File: config.mk
export PLATFORM = sky130hd
export DESIGN_NAME = ltc_trig
export DESIGN_NICKNAME = d
export VERILOG_FILES = /design/src/hw/rtl/ltc_pkg.sv /design/src/hw/rtl/ltc_angle_prep.sv /design/src/hw/rtl/ltc_cordic_cell.sv /design/src/hw/rtl/ltc_trig.sv
export SDC_FILE = /design/constraint.sdc
export NUM_CORES = 2
export LEC_CHECK = 0
export BUFFER_PORTS_ARGS = -buffer_cell sky130_fd_sc_hd__buf_2
export CORE_MARGIN = 4
export CORE_UTILIZATION = 39
export CTS_BUF_LIST = sky130_fd_sc_hd__clkbuf_8
export DETAILED_ROUTE_END_ITERATION = 8
export PLACE_DENSITY = 0.54
export SETUP_SLACK_MARGIN = 0.2
export SYNTH_ARGS = -nofsm -noshare
export SYNTH_HDL_FRONTEND = slang
export SYNTH_HIERARCHICAL = 1
export SYNTH_SLANG_ARGS = --single-unit
File: constraint.sdc
create_clock -name clk_i -period 5.9 [get_ports clk_i]
set_input_delay 1.18 -clock clk_i [delete_from_list [all_inputs] [get_ports clk_i]]
set_output_delay 1.18 -clock clk_i [all_outputs]
set_load 0.01 [all_outputs]
File: src/hw/rtl/ltc_pkg.sv
`default_nettype none
// ----------------------------------------------------------------------------
// ltc_pkg: shared types and constants of the lidar return converter
// Widths, CORDIC constants, the elevation table and the saturation helper.
// ----------------------------------------------------------------------------
package ltc_pkg;

  localparam int LASER_COUNT_DEF = 32;
  localparam int ELEV_ROWS       = 32;
  localparam int CORDIC_STEPS    = 16;

  // Widths of the CORDIC datapath.
  localparam int XY_W = 19;
  localparam int Z_W  = 20;

  // Fold, scale and input stages, the rotation cells, and the final sign stage.
  localparam int TRIG_LAT = 3 + CORDIC_STEPS + 1;

  localparam logic [15:0] AZ_TURN      = 16'd36000;
  localparam logic [15:0] AZ_HALF_TURN = 16'd18000;
  localparam logic [15:0] AZ_QUARTER   = 16'd9000;
  localparam logic [15:0] AZ_3QUARTER  = 16'd27000;

  localparam logic [19:0] CDEG_TO_RAD_Q16 = 20'd749613;
  localparam logic signed [XY_W-1:0] CORDIC_START = 19'sd39797;

  localparam logic [15:0] MAX_RANGE_RST = 16'd5000;
  localparam logic signed [19:0] COORD_LIMIT = 20'sd131070;

  localparam logic signed [Z_W-1:0] ATAN_Q16 [CORDIC_STEPS] = '{
    20'sd51472, 20'sd30386, 20'sd16055, 20'sd8150, 20'sd4091, 20'sd2047,
    20'sd1024,  20'sd512,   20'sd256,   20'sd128,  20'sd64,   20'sd32,
    20'sd16,    20'sd8,     20'sd4,     20'sd2
  };

  // Elevation of each row in centidegrees, negative angles wrapped by a full turn.
  localparam logic [15:0] ELEV_ANGLE [ELEV_ROWS] = '{
    16'd32933, 16'd33067, 16'd33200, 16'd33333, 16'd33467, 16'd33600,
    16'd33733, 16'd33867, 16'd34000, 16'd34133, 16'd34267, 16'd34400,
    16'd34533, 16'd34667, 16'd34800, 16'd34933, 16'd35067, 16'd35200,
    16'd35333, 16'd35467, 16'd35600, 16'd35733, 16'd35867, 16'd0,
    16'd133,   16'd267,   16'd400,   16'd533,   16'd667,   16'd800,
    16'd933,   16'd1067
  };

  typedef struct packed {
    logic signed [XY_W-1:0] x;
    logic signed [XY_W-1:0] y;
    logic signed [Z_W-1:0]  z;
    logic                   flip;
  } cordic_vec_t;

  function automatic logic signed [17:0] sat_coord(input logic signed [19:0] v);
    logic signed [19:0] r;
    r = v;
    if (v > COORD_LIMIT) begin
      r = COORD_LIMIT;
    end else if (v < -COORD_LIMIT) begin
      r = -COORD_LIMIT;
    end
    return r[17:0];
  endfunction

endpackage
`default_nettype wire

File: src/hw/rtl/ltc_angle_prep.sv
`default_nettype none
// ----------------------------------------------------------------------------
// ltc_angle_prep: angle fold and conversion to radians
// Folds a centidegree angle into a quarter turn either side of zero and scales
// it to Q16 radians, giving the starting vector of the rotation chain.
// ----------------------------------------------------------------------------
module ltc_angle_prep import ltc_pkg::*; (
  input  wire logic        clk_i,
  input  wire logic [15:0] angle_i,
  output cordic_vec_t      vec_o
);

  logic [13:0] mag_d, mag_q;
  logic        neg_d, neg_q, neg2_q;
  logic        flip_d, flip_q, flip2_q;
  logic [33:0] prod;
  logic [16:0] scaled_d, scaled_q;
  cordic_vec_t vec_d, vec_q;

  always_comb begin
    mag_d  = angle_i[13:0];
    neg_d  = 1'b0;
    flip_d = 1'b0;
    if (angle_i > AZ_3QUARTER) begin
      mag_d = 14'(AZ_TURN - angle_i);
      neg_d = 1'b1;
    end else if (angle_i > AZ_QUARTER) begin
      // The half-turn fold flips the sign of both sine and cosine.
      flip_d = 1'b1;
      if (angle_i >= AZ_HALF_TURN) begin
        mag_d = 14'(angle_i - AZ_HALF_TURN);
      end else begin
        mag_d = 14'(AZ_HALF_TURN - angle_i);
        neg_d = 1'b1;
      end
    end
  end

  assign prod     = 34'(mag_q) * 34'(CDEG_TO_RAD_Q16) + 34'd32768;
  assign scaled_d = prod[32:16];

  always_comb begin
    vec_d.x    = CORDIC_START;
    vec_d.y    = '0;
    vec_d.z    = neg2_q ? -$signed({3'b000, scaled_q}) : $signed({3'b000, scaled_q});
    vec_d.flip = flip2_q;
  end

  always_ff @(posedge clk_i) begin
    mag_q    <= mag_d;
    neg_q    <= neg_d;
    flip_q   <= flip_d;
    scaled_q <= scaled_d;
    neg2_q   <= neg_q;
    flip2_q  <= flip_q;
    vec_q    <= vec_d;
  end

  assign vec_o = vec_q;

endmodule
`default_nettype wire

File: src/hw/rtl/ltc_cordic_cell.sv
`default_nettype none
// ----------------------------------------------------------------------------
// ltc_cordic_cell: one rotation step of the CORDIC chain
// Rotates the vector by the step's arctangent in the direction that drives the
// residual angle toward zero, and registers the result for the next cell.
// ----------------------------------------------------------------------------
module ltc_cordic_cell import ltc_pkg::*; #(
  parameter int STEP = 0
) (
  input  wire logic        clk_i,
  input  wire cordic_vec_t vec_i,
  output cordic_vec_t      vec_o
);

  logic signed [XY_W-1:0] dx, dy;
  cordic_vec_t            vec_d, vec_q;

  assign dx = vec_i.y >>> STEP;
  assign dy = vec_i.x >>> STEP;

  always_comb begin
    vec_d.flip = vec_i.flip;
    // A residual of zero turns the positive way.
    if (!vec_i.z[Z_W-1]) begin
      vec_d.x = vec_i.x - dx;
      vec_d.y = vec_i.y + dy;
      vec_d.z = vec_i.z - ATAN_Q16[STEP];
    end else begin
      vec_d.x = vec_i.x + dx;
      vec_d.y = vec_i.y - dy;
      vec_d.z = vec_i.z + ATAN_Q16[STEP];
    end
  end

  always_ff @(posedge clk_i) begin
    vec_q <= vec_d;
  end

  assign vec_o = vec_q;

endmodule
`default_nettype wire

File: src/hw/rtl/ltc_trig.sv
`default_nettype none
// ----------------------------------------------------------------------------
// ltc_trig: pipelined sine and cosine of a centidegree angle
// Angle fold and scaling, a row of rotation cells, then the fold's sign.
// ----------------------------------------------------------------------------
module ltc_trig import ltc_pkg::*; (
  input  wire logic                   clk_i,
  input  wire logic [15:0]            angle_i,
  output logic signed [XY_W-1:0]      sin_o,
  output logic signed [XY_W-1:0]      cos_o
);

  cordic_vec_t            chain [CORDIC_STEPS+1];
  logic signed [XY_W-1:0] sin_q, cos_q;

  ltc_angle_prep u_prep (
    .clk_i   (clk_i),
    .angle_i (angle_i),
    .vec_o   (chain[0])
  );

  for (genvar i = 0; i < CORDIC_STEPS; i++) begin : g_cell
    ltc_cordic_cell #(
      .STEP (i)
    ) u_cell (
      .clk_i (clk_i),
      .vec_i (chain[i]),
      .vec_o (chain[i+1])
    );
  end

  always_ff @(posedge clk_i) begin
    if (chain[CORDIC_STEPS].flip) begin
      sin_q <= -chain[CORDIC_STEPS].y;
      cos_q <= -chain[CORDIC_STEPS].x;
    end else begin
      sin_q <= chain[CORDIC_STEPS].y;
      cos_q <= chain[CORDIC_STEPS].x;
    end
  end

  assign sin_o = sin_q;
  assign cos_o = cos_q;

endmodule
`default_nettype wire

==> results.py <==
metrics = {
    "status": {
        "status": "finished, final reports clean",
    },
    "yosys": {
        "yosys_warnings": 6,
        "syn_area_per_cell_um2": 8.67,
        "mappedNetlistArea_mm2": 0.0745,
        "synth_cells": 8598,
    },
    "clocking": {
        "cts_max_level": 4,
        "cts_tree": "yes",
        "cts_buffer_depth": 3,
        "path_clk_slew_ns": 0.06,
        "cts-buffers-inserted": 181,
        "holdBufCountCts": 0,
        "root_buffer": "clkbuf_8",
        "cts_num_sinks": 980,
        "insertion_delay_ns": 0.93,
    },
    "final_layout": {
        "drive_gt1_frac": 0.0660,
        "nets": 9852,
        "final_cell_mix": "ha_1, dfxtp_1, a21oi_1",
        "n_fill_cell": 18700,
        "post-route-util": 0.428,
        "final-seq-area_mm2": 0.0196,
        "multiInputGateArea_mm2": 0.0519,
        "final_common_cell": "ha_1",
        "syn_to_final_growth_pct": 9.12,
        "stdcell_count": 11400,
    },
    "route": {
        "route.final.wire_length_um": 193000,
        "drc": 0,
        "wl_per_cell_um": 17.0,
        "viasPerCell": 5.38,
        "firstDrtPassIters": 5,
        "antenna_left": 0,
        "vias": 61100,
        "initialDrtViolationCount": 3644,
    },
    "setup_path": {
        "critPathLaunchType": "flip-flop",
        "crit_arrival_ns": 6.20,
        "crit_chain": "inv_1 > ha_1 > inv_1 > fa_1 > ha_1 > fa_1 > inv_1 > fa_1 > inv_1 > fa_1 > ha_1 > and4_1 > o211ai_1 > a211oi_1 > nor3_1 > buf_4 > o21ai_1 > a21oi_1 > xnor2_1",
        "crit_fanout": 7,
        "slowest_stage": "fa_1",
        "critical_path_required_ns": 6.67,
        "critical_path.top_delay_family": "adder cells",
        "crit_buf_inv": 5,
        "cpPeakStageDelay_ns": 0.57,
        "crit_type": "flip-flop to flip-flop",
        "crit_path_end_kind": "flip-flop",
    },
    "place": {
        "dpl.hpwl_um": 155000,
        "place_inst": 11000,
        "numPortBuffers": 54,
        "place.gp.congestion": 0.883,
    },
    "sta": {
        "worstMarginPinSlew_ns": 1.30,
        "setup_viol_count_final": 0,
        "finClkSkew_ns": 0.0679,
        "finalMaxSlewViolations": 0,
        "hold_viol_final": 0,
        "rsz0062_at_grt": "false",
        "slew_headroom": 0.125,
        "setup_tns_ns": 0,
        "max_freq_mhz": 184,
        "fin_crit_ns": 5.43,
        "fin_crit_sh": 0.920,
    },
    "global_routing": {
        "grt.overflow.total": 0,
        "grt.busiest_layer": "met2",
        "grt_use_met1": 0.258,
        "grt_util_all_layers": 0.190,
        "grt_max_degree": 49,
        "grt_pass1_vias": 59400,
        "grtUsageMet2": 0.320,
        "grt_util_met3": 0.0229,
        "antenna_found_initial": 3,
        "grt_first_pass_wirelength_um": 313000,
    },
    "floorplanning": {
        "die_h_um": 445,
        "rows": 160,
        "dieArea_mm2": 0.198,
        "die_w_um": 445,
        "ios": 55,
        "initial_core_util": 0.392,
        "coreArea_mm2": 0.190,
    },
    "flow_run": {
        "cap_violations": 0,
    },
    "worst_hold_path": {
        "hold_path_class": "flip-flop to flip-flop",
    },
}
registers in the layout, summed over array words and instances (netlist names):
signal and cells:
cos_o 19, g_cell.u_cell/vec_o 886, sin_o 19, u_prep/flip2_q 1, u_prep/flip_q 1, u_prep/mag_q 14
u_prep/neg2_q 1, u_prep/neg_q 1, u_prep/scaled_q 17, u_prep/vec_o 21
layout make-up:
class	count	area share
Multi-Input combinational cell	6874	0.638
Sequential cell	980	0.241
Antenna cell	8	0.000246
Tap cell	2511	0.0386
Clock inverter	105	0.0128
Inverter	589	0.0272
Timing Repair Buffer	71	0.00489
Clock buffer	219	0.0371
worst paths after layout:
kind                         start                   to  slack [ns]  cells past startpoint
setup / recovery  u_prep/mag_q[13]  u_prep/scaled_q[12]        0.47                     19
hold / removal      u_prep/flip2_q      u_prep/vec_o[0]        0.31                      0
setup reg to reg  u_prep/mag_q[13]  u_prep/scaled_q[12]        0.47                     19
hold reg to reg     u_prep/flip2_q      u_prep/vec_o[0]        0.31                      0
metal layers:
metal  routed length, µm  share of wire
met5                   0              0
met4                3870          0.020
met3                6750          0.035
met2               88700           0.46
met1               93600           0.49
worst reg2reg max path: stages (launching register included):
cell      delay (ns)
dfxtp_1         0.52
inv_1           0.08
ha_1            0.28
inv_1           0.17
fa_1            0.45
ha_1            0.24
fa_1            0.51
inv_1           0.05
fa_1            0.57
inv_1           0.07
fa_1            0.51
ha_1            0.45
and4_1          0.29
o211ai_1        0.13
a211oi_1        0.22
nor3_1          0.08
buf_4           0.17
o21ai_1         0.25
a21oi_1         0.13
xnor2_1         0.14
repair_timing:
item,in CTS,in global routing
setup endpoints to repair,0,4
resized for setup,0,2
buffers inserted,0,0
stage by stage:
stage	instance area [µm²]	worst slack, ns	hold slack [ns]
final	81300	0.474	0.314
after global routing	81300	0.215	0.320
after CTS	81300	0.432	0.316
after detailed placement	77200	0.441	0.312
after global placement	77200	0.416	0.310
after floorplan	74600	0.828	0.310
Power is not shown: default switching activity piles up to over one toggle a cycle in this logic, so the estimate is an artifact.
